`src/hdl/gif_lzw_code_stream_encoder_core_macros.svh`:
```
// ----------------------------------------------------------------------------
// gif lzw encoder assertion macros
// implication and next-cycle assertions, compiled out for synthesis
// ----------------------------------------------------------------------------
`ifndef GIF_LZW_CODE_STREAM_ENCODER_CORE_MACROS_SVH
`define GIF_LZW_CODE_STREAM_ENCODER_CORE_MACROS_SVH
`ifndef SYNTHESIS
`define GLZW_ASSERT_IMP(label, clk, rst, ante, cons) \
  label: assert property (@(posedge clk) disable iff (rst) (ante) |-> (cons)) \
    else $error("glzw assertion failed");
`define GLZW_ASSERT_NXT(label, clk, rst, ante, cons) \
  label: assert property (@(posedge clk) disable iff (rst) (ante) |=> (cons)) \
    else $error("glzw assertion failed");
`else
`define GLZW_ASSERT_IMP(label, clk, rst, ante, cons)
`define GLZW_ASSERT_NXT(label, clk, rst, ante, cons)
`endif
`endif

```
`src/hdl/glzw_pkg.sv`:
```
// ----------------------------------------------------------------------------
// glzw_pkg
// shared constants, types and helpers of the gif lzw code stream encoder
// ----------------------------------------------------------------------------
`default_nettype none

package glzw_pkg;

  localparam int MAX_CODES    = 4096;
  localparam int SYMBOL_COUNT = 256;

  localparam int CODE_W      = $clog2(MAX_CODES);
  localparam int SYM_W       = $clog2(SYMBOL_COUNT);
  localparam int SLOT_W      = CODE_W + SYM_W;
  localparam int TABLE_DEPTH = 2 ** SLOT_W;
  localparam int NFC_W       = CODE_W + 1;
  localparam int CW_W        = 4;
  localparam int MCS_W       = 4;
  localparam int PIX_W       = 8;
  localparam int PIX_LIM_W   = PIX_W + 1;
  localparam int BYTE_W      = 8;

  localparam int MCS_MIN   = 2;
  localparam int MCS_MAX   = 8;
  localparam int MCS_RESET = 8;
  localparam int MCS_FLOOR = $clog2(SYMBOL_COUNT + 1) - 1;
  localparam int MCS_TOP   = (MCS_FLOOR < MCS_MAX) ? MCS_FLOOR : MCS_MAX;

  // packer accumulator: up to seven pending bits plus one widest code
  localparam int ACC_W  = BYTE_W - 1 + CODE_W;
  localparam int BITS_W = $clog2(ACC_W + 1);

  // code queue; an item starts only with room for its codes plus one in flight
  localparam int FIFO_DEPTH     = 16;
  localparam int FIFO_AW        = $clog2(FIFO_DEPTH);
  localparam int FIFO_CNT_W     = FIFO_AW + 1;
  localparam int ITEM_CODES     = 6;
  localparam int FIFO_START_MAX = FIFO_DEPTH - ITEM_CODES - 1;

  typedef struct packed {
    logic [CODE_W-1:0] code;
    logic [CW_W-1:0]   width;
    logic              restart;
    logic              flush;
  } code_entry_t;

  function automatic logic [MCS_W-1:0] eff_mcs(input logic [MCS_W-1:0] raw);
    logic [MCS_W-1:0] m;
    m = raw;
    if (m < MCS_W'(MCS_MIN)) m = MCS_W'(MCS_MIN);
    if (m > MCS_W'(MCS_TOP)) m = MCS_W'(MCS_TOP);
    return m;
  endfunction

  function automatic logic [SYM_W-1:0] mask_sym(input logic [PIX_W-1:0] px,
                                                input logic [MCS_W-1:0] m);
    logic [PIX_LIM_W-1:0] lim;
    lim = PIX_LIM_W'(1) << m;
    return SYM_W'(px & PIX_W'(lim - PIX_LIM_W'(1)));
  endfunction

endpackage

`default_nettype wire

```
`src/hdl/glzw_ifs.sv`:
```
// ----------------------------------------------------------------------------
// glzw channel interfaces
// pixel input channel and code stream byte output channel, valid/ready
// ----------------------------------------------------------------------------
`default_nettype none


interface glzw_byte_if;
  import glzw_pkg::*;

  logic              valid;
  logic              ready;
  logic [BYTE_W-1:0] out_byte;
  logic              stream_end;

  modport source (output valid, out_byte, stream_end, input ready);
  modport sink (input valid, out_byte, stream_end, output ready);
endinterface

`default_nettype wire

```
`src/hdl/glzw_packer.sv`:
```
// ----------------------------------------------------------------------------
// glzw_packer
// code queue and lsb-first bit packer, up to one byte transaction per cycle while the sink is ready
// ----------------------------------------------------------------------------
`default_nettype none

module glzw_packer (
  input  logic                  clk,
  input  logic                  rst,
  input  logic                  push,
  input  glzw_pkg::code_entry_t push_entry,
  output logic                  room,
  glzw_byte_if.source           byte_out
);
  import glzw_pkg::*;

  code_entry_t            fifo [FIFO_DEPTH];
  logic [FIFO_AW-1:0]     wr_ptr;
  logic [FIFO_AW-1:0]     rd_ptr;
  logic [FIFO_CNT_W-1:0]  count;

  logic [ACC_W-1:0]       acc;
  logic [BITS_W-1:0]      bits;
  logic                   flushing;

  logic                   out_valid;
  logic [BYTE_W-1:0]      out_data;
  logic                   out_end;

  code_entry_t            head;
  logic                   out_free;
  logic                   can_emit;
  logic                   emit;
  logic                   pop;
  logic [ACC_W-1:0]       acc_e;
  logic [BITS_W-1:0]      bits_e;
  logic [BYTE_W-1:0]      base_acc;
  logic [BITS_W-1:0]      base_bits;
  logic [ACC_W-1:0]       acc_n;
  logic [BITS_W-1:0]      bits_n;

  assign head     = fifo[rd_ptr];
  assign room     = (count <= FIFO_CNT_W'(FIFO_START_MAX));
  assign out_free = !out_valid || byte_out.ready;

  always_comb begin
    if (flushing) begin
      can_emit = (bits != '0);
    end else begin
      can_emit = (bits >= BITS_W'(BYTE_W));
    end
    emit = can_emit && out_free;
    if (emit) begin
      acc_e = acc >> BYTE_W;
      if (bits > BITS_W'(BYTE_W)) begin
        bits_e = bits - BITS_W'(BYTE_W);
      end else begin
        bits_e = '0;
      end
    end else begin
      acc_e  = acc;
      bits_e = bits;
    end
    pop = !flushing && !(can_emit && !out_free) && (count != '0)
          && (bits_e < BITS_W'(BYTE_W));
    // frame start drops any partial byte
    if (head.restart) begin
      base_acc  = '0;
      base_bits = '0;
    end else begin
      base_acc  = acc_e[BYTE_W-1:0];
      base_bits = bits_e;
    end
    acc_n  = ACC_W'(base_acc) | (ACC_W'(head.code) << base_bits);
    bits_n = base_bits + BITS_W'(head.width);
  end

  always_ff @(posedge clk) begin
    if (push) begin
      fifo[wr_ptr] <= push_entry;
    end
  end

  always_ff @(posedge clk) begin
    if (rst) begin
      wr_ptr    <= '0;
      rd_ptr    <= '0;
      count     <= '0;
      acc       <= '0;
      bits      <= '0;
      flushing  <= 1'b0;
      out_valid <= 1'b0;
    end else begin
      if (push) begin
        wr_ptr <= wr_ptr + FIFO_AW'(1);
      end
      if (pop) begin
        rd_ptr <= rd_ptr + FIFO_AW'(1);
      end
      count <= count + FIFO_CNT_W'(push) - FIFO_CNT_W'(pop);

      if (pop) begin
        acc      <= acc_n;
        bits     <= bits_n;
        flushing <= head.flush;
      end else if (emit) begin
        acc  <= acc_e;
        bits <= bits_e;
        if (flushing && bits_e == '0) begin
          flushing <= 1'b0;
        end
      end

      if (emit) begin
        out_valid <= 1'b1;
      end else if (byte_out.ready) begin
        out_valid <= 1'b0;
      end
    end
  end

  always_ff @(posedge clk) begin
    if (emit) begin
      out_data <= acc[BYTE_W-1:0];
      out_end  <= flushing && (bits <= BITS_W'(BYTE_W));
    end
  end

  assign byte_out.valid      = out_valid;
  assign byte_out.out_byte   = out_data;
  assign byte_out.stream_end = out_end;

endmodule

`default_nettype wire
```
`src/flat_wrapper.sv`:
```
// flat-port wrapper written by rule: the top's interface ports become plain ports
module glzw_packer_flat import glzw_pkg::*;
  (clk, rst, push, push_entry, room, byte_out_valid, byte_out_out_byte, byte_out_stream_end, byte_out_ready);
  glzw_byte_if byte_out_i ();
  input  logic clk;
  input  logic rst;
  input  logic push;
  input  glzw_pkg::code_entry_t push_entry;
  output logic room;
  output wire logic [$bits(byte_out_i.valid)-1:0] byte_out_valid;
  output wire logic [$bits(byte_out_i.out_byte)-1:0] byte_out_out_byte;
  output wire logic [$bits(byte_out_i.stream_end)-1:0] byte_out_stream_end;
  input wire logic [$bits(byte_out_i.ready)-1:0] byte_out_ready;
  assign byte_out_valid = byte_out_i.valid;
  assign byte_out_out_byte = byte_out_i.out_byte;
  assign byte_out_stream_end = byte_out_i.stream_end;
  assign byte_out_i.ready = byte_out_ready;
  glzw_packer u_core (.clk(clk), .rst(rst), .push(push), .push_entry(push_entry), .room(room), .byte_out(byte_out_i));
endmodule
```
`config.mk`:
```
export PLATFORM = sky130hd
export DESIGN_NAME = glzw_packer_flat
export DESIGN_NICKNAME = d
export VERILOG_FILES = /design/src/hdl/gif_lzw_code_stream_encoder_core_macros.svh /design/src/hdl/glzw_pkg.sv /design/src/hdl/glzw_ifs.sv /design/src/hdl/glzw_packer.sv /design/src/flat_wrapper.sv
export SDC_FILE = /design/constraint.sdc
export NUM_CORES = 1
export LEC_CHECK = 0
export BUFFER_PORTS_ARGS = -buffer_cell sky130_fd_sc_hd__buf_4
export CAP_MARGIN = 20
export CORE_MARGIN = 10
export CORE_UTILIZATION = 40
export DETAILED_ROUTE_END_ITERATION = 16
export GPL_ROUTABILITY_DRIVEN = 1
export PLACE_DENSITY = 0.53
export REMOVE_ABC_BUFFERS = 1
export SYNTH_ARGS = -nofsm -noshare
export SYNTH_HDL_FRONTEND = slang
export SYNTH_SLANG_ARGS = --single-unit
export TNS_END_PERCENT = 5
```
`constraint.sdc`:
```
create_clock -name clk -period 3.8 [get_ports clk]
set_input_delay 0 -clock clk [delete_from_list [all_inputs] [get_ports clk]]
set_output_delay 0 -clock clk [all_outputs]
set_load 0.005 [all_outputs]
```
# == Word-level counts from Yosys, hierarchy flattened ==
# Memory sizes are Yosys's and may differ from the RTL's. A register that Yosys moved wholly into a read port is not among the register bits.
# Index checks and enable logic that the tools add are counted.
# totals
wordCells,61
n_memories,1
output_inout_bits,11
ramBits,288
in_bits,22
latch_bits,0
ff_bits,48
rom_bits,0
# op_classes
n_div,0
n_addsub,6
multipliers,0
shift,1
n_reduce_logical,19
order_cmp,5
mux,19
bitwise_logic,1
n_eq_ne,0
# memory_table
memory,depth,width,read_ports,rd_ports_with_merged_regs,wr,line,rtl
u_core.fifo,16,18,1,1,1,glzw_packer.sv:17,code_entry_t fifo [FIFO_DEPTH];
# op_table
operator,count
$mux 19,3
$mux 5,5
$or 8x19->19,1
$shl 12x5->19,1
$le 5x4->1 const B,2
$reduce_bool 5->1,2
$add 4x1->4 const B,2
$mux 1,8
$mux 4,2
$mux 8,1
$logic_and 1x1->1,7
$reduce_bool 2->1,3
$add 5x1->5,1
$add 5x4->5,1
$ge 5x4->1 const B,1
$gt 5x4->1 const B,1
$logic_not 5->1,1
$lt 5x4->1 const B,1
$sub 5x1->5,1
$sub 5x4->5 const B,1
$logic_not 1->1,4
$reduce_and 2->1,1
$logic_or 1x1->1,1

# == Longest topological paths before layout ==
# Gate-level depths: netlist (run 1).
# depth
word_depth,10
depth_mapped,18
ltp_nobuf,16

# == Least setup slack after synthesis (run 1) ==
# Ideal clock, no wire load.
# synth_timing
path_type,register to register
startpoint,register (tool-made name)
endpoint,register u_core.bits[4]
required_time_ps,3668
path_buffers,5
path_stages_with_launch,15
arrival_time_ps,3355
slack_ps,313
setup_time_ps,132
synth_period_minus_slack_ps,3487
path_cell_list,dfxtp_1 -> buf_6 -> buf_4 -> buf_4 -> buf_2 -> buf_2 -> mux4_2 -> mux4_2 -> ha_1 -> inv_1 -> fa_1 -> nor2b_1 -> o21a_1 -> o21ai_1 -> a21oi_1
# synth_lines
element,line,rtl
to (signal assigned),glzw_packer.sv:104,bits <= bits_n;
to (signal assigned),glzw_packer.sv:108,bits <= bits_e;
to (decl),glzw_packer.sv:23,logic [BITS_W-1:0] bits;

==> flow_summary_export.csv, run 1 <==
group,metric,value,unit
timing,fmax,293,MHz
route,wire_per_inst,23.6,um
setup_path,crit_arrival,3.84,ns
timing,finClkSkew,0.0151,ns
clock_tree,postCtsSetupRepairBufs,0,
synth,yosysWarnings,0,
synth,synth_area_per_cell,17.9,sq um
place,numPortBuffers,32,
clock_tree,cts_resized,0,
pwr,combPwrFrac,0.250,
setup_path,end_kind,"flip-flop",
setup_path,critPathTopFamily,"compound AO/OA/AOI/OAI gates",
synth,synth_fa_ha_area_frac,0.0191,
synth,ys_seq_elements,340,
pwr,p_seq_frac,0.420,
synth,syn_area,0.0139,sq mm
synth,seq_area_frac_synth,0.705,
global_route,grt_pass1_vias,7570,
run,cap_violations,0,
final_layout,multi_input_area,0.00384,sq mm
clock_tree,clk_pin_slew,0.06,ns
final_layout,drive_above_1_share,0.245,
route,vias,7300,
pwr,internal_power,7530,uW
final_layout,area_growth,16.0,%
final_layout,ff_latch_area,0.00978,sq mm
timing,grt_setup_unrepaired,"no",
setup_path,critPathMaxFanout,14,
worst_hold_path,hold_start,"push_entry[8]",
global_route,grt_max_degree,61,
timing,slew_viol_final,0,
clock_tree,clkSinkCount,340,
final_layout,nets,894,
setup_path,required,4.23,ns
place,post-dp-hpwl,18500,um
route,vias_per_cell,5.47,
final_layout,fillers,2967,
synth,synth_common_cells,"edfxtp_1, mux4_2, dfxtp_1, nand2_1, nor2_1",
timing,tightest_slew,0.943,ns
route,ant_nets,0,
synth,yosys.area.top_type,"edfxtp_1",
synth,synth_edf_count,297,
route,drtPass1Iterations,5,
clock_tree,cts_max_level,2,
place,place_area,0.0147,sq mm
clock_tree,cts_tree,"done",
timing,maxSlewHeadroom,0.371,
status,status,"complete, no violations",
synth,yosys.area_share.simple,0.0512,
pwr,swShare,0.289,
route,drcViolationCount,0,
synth,synth_top_family_by_area,"multiplexers",
clock_tree,ctsHoldBuffers,22,
synth,synth.area.top_cells,"edfxtp_1, mux4_2, dfxtp_1",
worst_hold_path,min_path_type,"input port to flip-flop",
setup_path,cp_num_buf_inv,2,
clock_tree,cts_root_buffer,"clkbuf_16",
setup_path,critPathMaxStageDelay,0.57,ns
final_layout,finalNonFillerCells,1335,
pwr,leakagePower,0.00530,uW
synth,synth_most_common_cell,"edfxtp_1",
global_route,grt_pass1_wl,47900,um
floorplanning,core_area,0.0344,sq mm
pwr,netSwitchingPower,3050,uW
pwr,powerDensity,658,mW/mm^2
floorplanning,start_util,0.404,
floorplanning,ios,33,
pwr,worst_ir_drop_vdd,0.452,mV
synth,muxShareOfSynthArea,0.151,
timing,hold_viol_final,0,
route,drt_iter0_markers,709,
setup_path,cp_cell_sequence,"mux4_2, a22oi_2, o211a_1, nand2_1, inv_1, ha_1, inv_1, fa_1, nor2b_1, o21a_1, o21ai_1, a21oi_1",
synth,async_flop_share,0,
setup_path,worst_path_most_repeated_cell,"inv_1",
synth,synth.top_cell.area_share,0.643,
synth,synthFlopType,"edfxtp_1",
setup_path,start_kind,"flip-flop",
global_route,grt_use_total,0.151,
floorplanning,die_y,206,um
pwr,p_clk_frac,0.330,
synth,synth-compound-area-share,0.0488,
final_layout,post-route-cell-area,0.0161,sq mm
route,wirelength,31500,um
global_route,antenna_found_initial,1,
floorplanning,dieArea,0.0425,sq mm
floorplanning,die_w,206,um
setup_path,cp_slowest_cell,"mux4_2",
synth,synth_xor_area_frac,0.00631,
timing,finalSetupViolCount,0,
timing,fin_crit,3.41,ns
clock_tree,cts_made_buffers,37,
clock_tree,clockBufferDepth,3,
timing,hold_ws,0.310,ns
timing,fin_crit_sh,0.898,
floorplanning,fp-row-count,68,
synth,netlist_instances,777,
clock_tree,insertion_delay,0.53,ns
place,placedCellCount,1246,
setup_path,path_class,"flip-flop to flip-flop",
place,gp_congestion,0.881,
synth,ys_types,54,
global_route,grt_overflow,0,
final timing paths:
path                                                              end  slack [ns]  cells past startpoint
worst max-delay path                      u_core.bits[4]$_SDFFE_PP0P_        0.39                     12
worst min-delay path                     u_core.fifo[10][8]$_DFFE_PP_        0.31                      2
worst max register to register            u_core.bits[4]$_SDFFE_PP0P_        0.39                     12
worst min register to register  u_core.byte_out.out_byte[6]$_DFFE_PN_        0.44                      0
placed cells by master, fill, tap and decap left out, types with 7 or more instances in the layout:
| cell | n |
|---|---|
| edfxtp_1 | 297 |
| mux4_2 | 89 |
| buf_4 | 53 |
| nand2_1 | 42 |
| dfxtp_1 | 41 |
| nor2_1 | 40 |
| clkbuf_16 | 38 |
| a21oi_1 | 27 |
| nand3_1 | 27 |
| dlygate4sd3_1 | 22 |
| ha_1 | 18 |
| inv_1 | 16 |
| o21ai_0 | 14 |
| and2_1 | 12 |
| clkbuf_1 | 8 |
| nor2b_1 | 7 |
| a31oi_1 | 7 |
worst reg2reg max path: cells and delay by family (launching register included):
| family | cells | cell delay, ns |
|---|---|---|
| AND/OR/NAND/NOR | 2 | 0.43 |
| AO/OA/AOI/OAI | 5 | 0.95 |
| flip-flops | 1 | 0.52 |
| buffers and inverters | 2 | 0.24 |
| adder cells (fa/ha/maj) | 2 | 0.63 |
| multiplexers | 1 | 0.58 |
stage by stage:
| step | util | worst slack (ns) | power (uW) | TNS (ns) |
|---|---|---|---|---|
| 6_report | 0.468 | 0.389 | 10600 | 0 |
| 5_1_grt | 0.468 | 0.0443 | 11100 | 0 |
| 4_1_cts | 0.468 | 0.384 | 10700 | 0 |
| 3_5_place_dp | 0.427 | 0.396 | 7170 | 0 |
| 3_3_place_gp | 0.427 | 0.443 | 7130 | 0 |
| 2_1_floorplan | - | -1.94 | 6390 | -36.27 |
state kept, by name, summed over array words and instances, names as in the netlist, named ones only:
signal,cells
u_core.byte_out.stream_end,1
u_core.flushing,1
u_core.bits,5
u_core.fifo,288
u_core.byte_out.out_byte,8
u_core.byte_out.valid,1
u_core.acc,19
u_core.wr_ptr,4
u_core.rd_ptr,4
u_core.count,5
power by group through the flow:
stage          Sequential (uW)  Clock [uW]  Combinational [uW]
5_1_grt                   4480        3710                2920
3_5_place_dp              4530           0                2640
3_3_place_gp              4530           0                2610
2_1_floorplan             4640           0                1750
6_report                  4450        3490                2650
4_1_cts                   4460        3560                2670
area by class of cell:
cell class | count | area share
Sequential cell | 340 | 0.608
Multi-Input combinational cell | 378 | 0.239
Clock buffer | 46 | 0.0610
Timing Repair Buffer | 76 | 0.0397
Tap cell | 455 | 0.0354
Clock inverter | 20 | 0.0125
Inverter | 19 | 0.00443
Antenna cell | 1 | 0.000156
cell families after synthesis:
logic type | after synthesis
flip-flops | 340
AND/OR/NAND/NOR | 152
AO/OA/AOI/OAI | 99
buffers and inverters | 59
multiplexers | 97
adder cells (fa/ha/maj) | 20
XOR/XNOR | 10
routing by layer:
layer  GRT usage  up-vias  part of all wire
li1            -     3270                 -
met5           0        -                 0
met2       0.258      193              0.51
met1       0.196     3797              0.42
met4      0.0401        0             0.019
met3      0.0252       40             0.049
(Power assumes the default switching activity.)
==> inputs of run 2 (changes only) <==
==> constraint.sdc (replaced) <==
create_clock -name clk -period 3.8 [get_ports clk]
set_input_delay 0.38 -clock clk [delete_from_list [all_inputs] [get_ports clk]]
set_output_delay 0.38 -clock clk [all_outputs]
set_load 0.005 [all_outputs]
==> run 2 against run 1 <==
  * Final cell count fell by 1.6%
  * Global-route usage barely moved
  * Core utilization fell by 0.64 points
  * Largest power group unchanged
==> flow_summary_export.csv, run 2 (synthesized netlist as in run 1, its figures left out) <==
group,metric,value,unit
floorplanning,die_w,206,um
final_layout,largest-register,"u_core.fifo",
setup_path,cp_cell_sequence,"mux4_2, a22oi_2, o211a_1, nand2_1, inv_1, ha_1, inv_1, fa_1, nor2b_1, o21a_1, o21ai_1, a21oi_1",
clock_tree,clk_pin_slew,0.06,ns
setup_path,cp_num_buf_inv,2,
timing,slew_viol_final,0,
clock_tree,cts_made_buffers,37,
route,vias,7255,
setup_path,critPathMaxFanout,14,
route,drtPass1Iterations,5,
route,drcViolationCount,0,
route,vias_per_cell,5.53,
setup_path,r2r_end,"u_core.bits[4]$_SDFFE_PP0P_",
setup_path,path_depth,12,
final_layout,largest_reg_flops,288,
clock_tree,insertion_delay,0.53,ns
clock_tree,cts_resized,0,
timing,tightest_slew,0.938,ns
timing,maxSlewHeadroom,0.375,
setup_path,r2r_cells,12,
floorplanning,ios,33,
place,post-dp-hpwl,18500,um
global_route,grt_busiest_layer,"met2",
global_route,grt_use_total,0.151,
pwr,netSwitchingPower,3050,uW
route,ant_nets,0,
clock_tree,clockBufferDepth,3,
global_route,grt_max_degree,61,
setup_path,cp_slowest_cell,"mux4_2",
pwr,leakagePower,0.00521,uW
setup_path,crit_arrival,3.85,ns
global_route,grt_use_met2,0.257,
route,drt_iter0_markers,703,
clock_tree,cts_tree,"done",
pwr,powerDensity,666,mW/mm^2
route,wire_per_inst,23.9,um
run,cap_violations,0,
setup_path,worst_path_most_repeated_cell,"inv_1",
setup_path,required,4.24,ns
pwr,p_clk_frac,0.330,
final_layout,layout_commonest_cell,"edfxtp_1",
place,numPortBuffers,32,
floorplanning,fp-row-count,68,
timing,fin_crit_sh,0.897,
global_route,grt_overflow,0,
global_route,gr-usage-met1,0.194,
global_route,grt_pass1_vias,7455,
clock_tree,clkSinkCount,340,
global_route,grt_pass1_wl,47600,um
clock_tree,ctsHoldBuffers,0,
timing,hold_ws,0.142,ns
timing,fin_crit,3.41,ns
final_layout,final_util,0.462,
timing,finClkSkew,0.0145,ns
status,status,"complete, no violations",
setup_path,critPathTopFamily,"compound AO/OA/AOI/OAI gates",
clock_tree,cts_root_buffer,"clkbuf_16",
setup_path,end_kind,"flip-flop",
place,post-place-ws,0.396,ns
setup_path,reg2reg_slack,0.39,ns
timing,grt_setup_unrepaired,"no",
pwr,worst_ir_drop_vdd,0.453,mV
timing,layout_setup_ws,0.392,ns
pwr,swShare,0.289,
floorplanning,dieArea,0.0425,sq mm
place,gp_congestion,0.881,
setup_path,critPathMaxStageDelay,0.57,ns
global_route,antenna_found_initial,2,
floorplanning,core_area,0.0344,sq mm
floorplanning,die_y,206,um
timing,fmax,293,MHz
setup_path,start_kind,"flip-flop",
global_route,use_met3,0.0281,
floorplanning,start_util,0.404,
place,place_area,0.0147,sq mm
clock_tree,postCtsSetupRepairBufs,0,
pwr,combPwrFrac,0.249,
clock_tree,cts_max_level,2,
setup_path,endpoint,"u_core.bits[4]$_SDFFE_PP0P_",
final_layout,area_growth,14.4,%
pwr,internal_power,7520,uW
timing,hold_viol_final,0,
final_layout,drive_above_1_share,0.251,
timing,finalSetupViolCount,0,
final_layout,nets,872,
setup_path,path_class,"flip-flop to flip-flop",
worst_hold_path,min_path_type,"input port to flip-flop",
final_layout,post-route-cell-area,0.0159,sq mm
final_layout,final_cell_mix,"edfxtp_1, mux4_2, buf_4",
route,wirelength,31400,um
pwr,p_seq_frac,0.421,
==> run 2: cell type report <==
class / count / area (sq um)
fill: 2983 / 18500
inverter: 19 / 71.3
clock inverter: 20 / 201
clock buffer: 46 / 981
timing repair buffer: 54 / 418
sequential: 340 / 9780
tap: 455 / 569
multi-input combinational: 378 / 3840
antenna: 1 / 2.50
==> run 2: per-layer routing <==
metal,part of all wire,wire length (um),vias to the layer above
met4,0.018,579,2
met5,0.00064,20,-
met2,0.51,16100,239
li1,-,-,3221
met1,0.41,13000,3751
met3,0.054,1700,42
==> run 2: worst min path at each step <==
stage	startpoint	endpoint	slack (ns)	depth (start not counted)
after floorplan	u_core.acc[6]$_SDFFE_PP0P_	u_core.byte_out.out_byte[6]$_DFFE_PN_	0.41	0
after global placement	u_core.acc[6]$_SDFFE_PP0P_	u_core.byte_out.out_byte[6]$_DFFE_PN_	0.42	0
after detailed placement	u_core.acc[6]$_SDFFE_PP0P_	u_core.byte_out.out_byte[6]$_DFFE_PN_	0.43	0
after CTS	push_entry[10]	u_core.fifo[2][10]$_DFFE_PP_	0.13	1
after global routing	push_entry[4]	u_core.fifo[14][4]$_DFFE_PP_	0.15	1
final	push_entry[17]	u_core.fifo[15][17]$_DFFE_PP_	0.14	1
==> run 2: through the flow <==
stage	instances	total power, uW	TNS [ns]
after floorplan	737	6390	-36.27
after global placement	1246	7130	0
after detailed placement	1246	7170	0
after CTS	1312	10700	0
after global routing	1312	11100	0
final	1313	10600	0
==> run 2: power by group through the flow <==
stage | Sequential (uW) | Clock [uW] | Combinational (uW)
2_1_floorplan | 4640 | 0 | 1750
3_3_place_gp | 4530 | 0 | 2610
3_5_place_dp | 4530 | 0 | 2640
4_1_cts | 4460 | 3560 | 2650
5_1_grt | 4480 | 3710 | 2900
6_report | 4450 | 3490 | 2630
==> run 2: worst reg2reg max path, stage by stage (launching register included) <==
cell and delay [ns]:
dfxtp_4 0.52, mux4_2 0.58, a22oi_2 0.21, o211a_1 0.40
nand2_1 0.29, inv_1 0.17, ha_1 0.17, inv_1 0.06
fa_1 0.45, nor2b_1 0.13, o21a_1 0.12, o21ai_1 0.05
a21oi_1 0.17
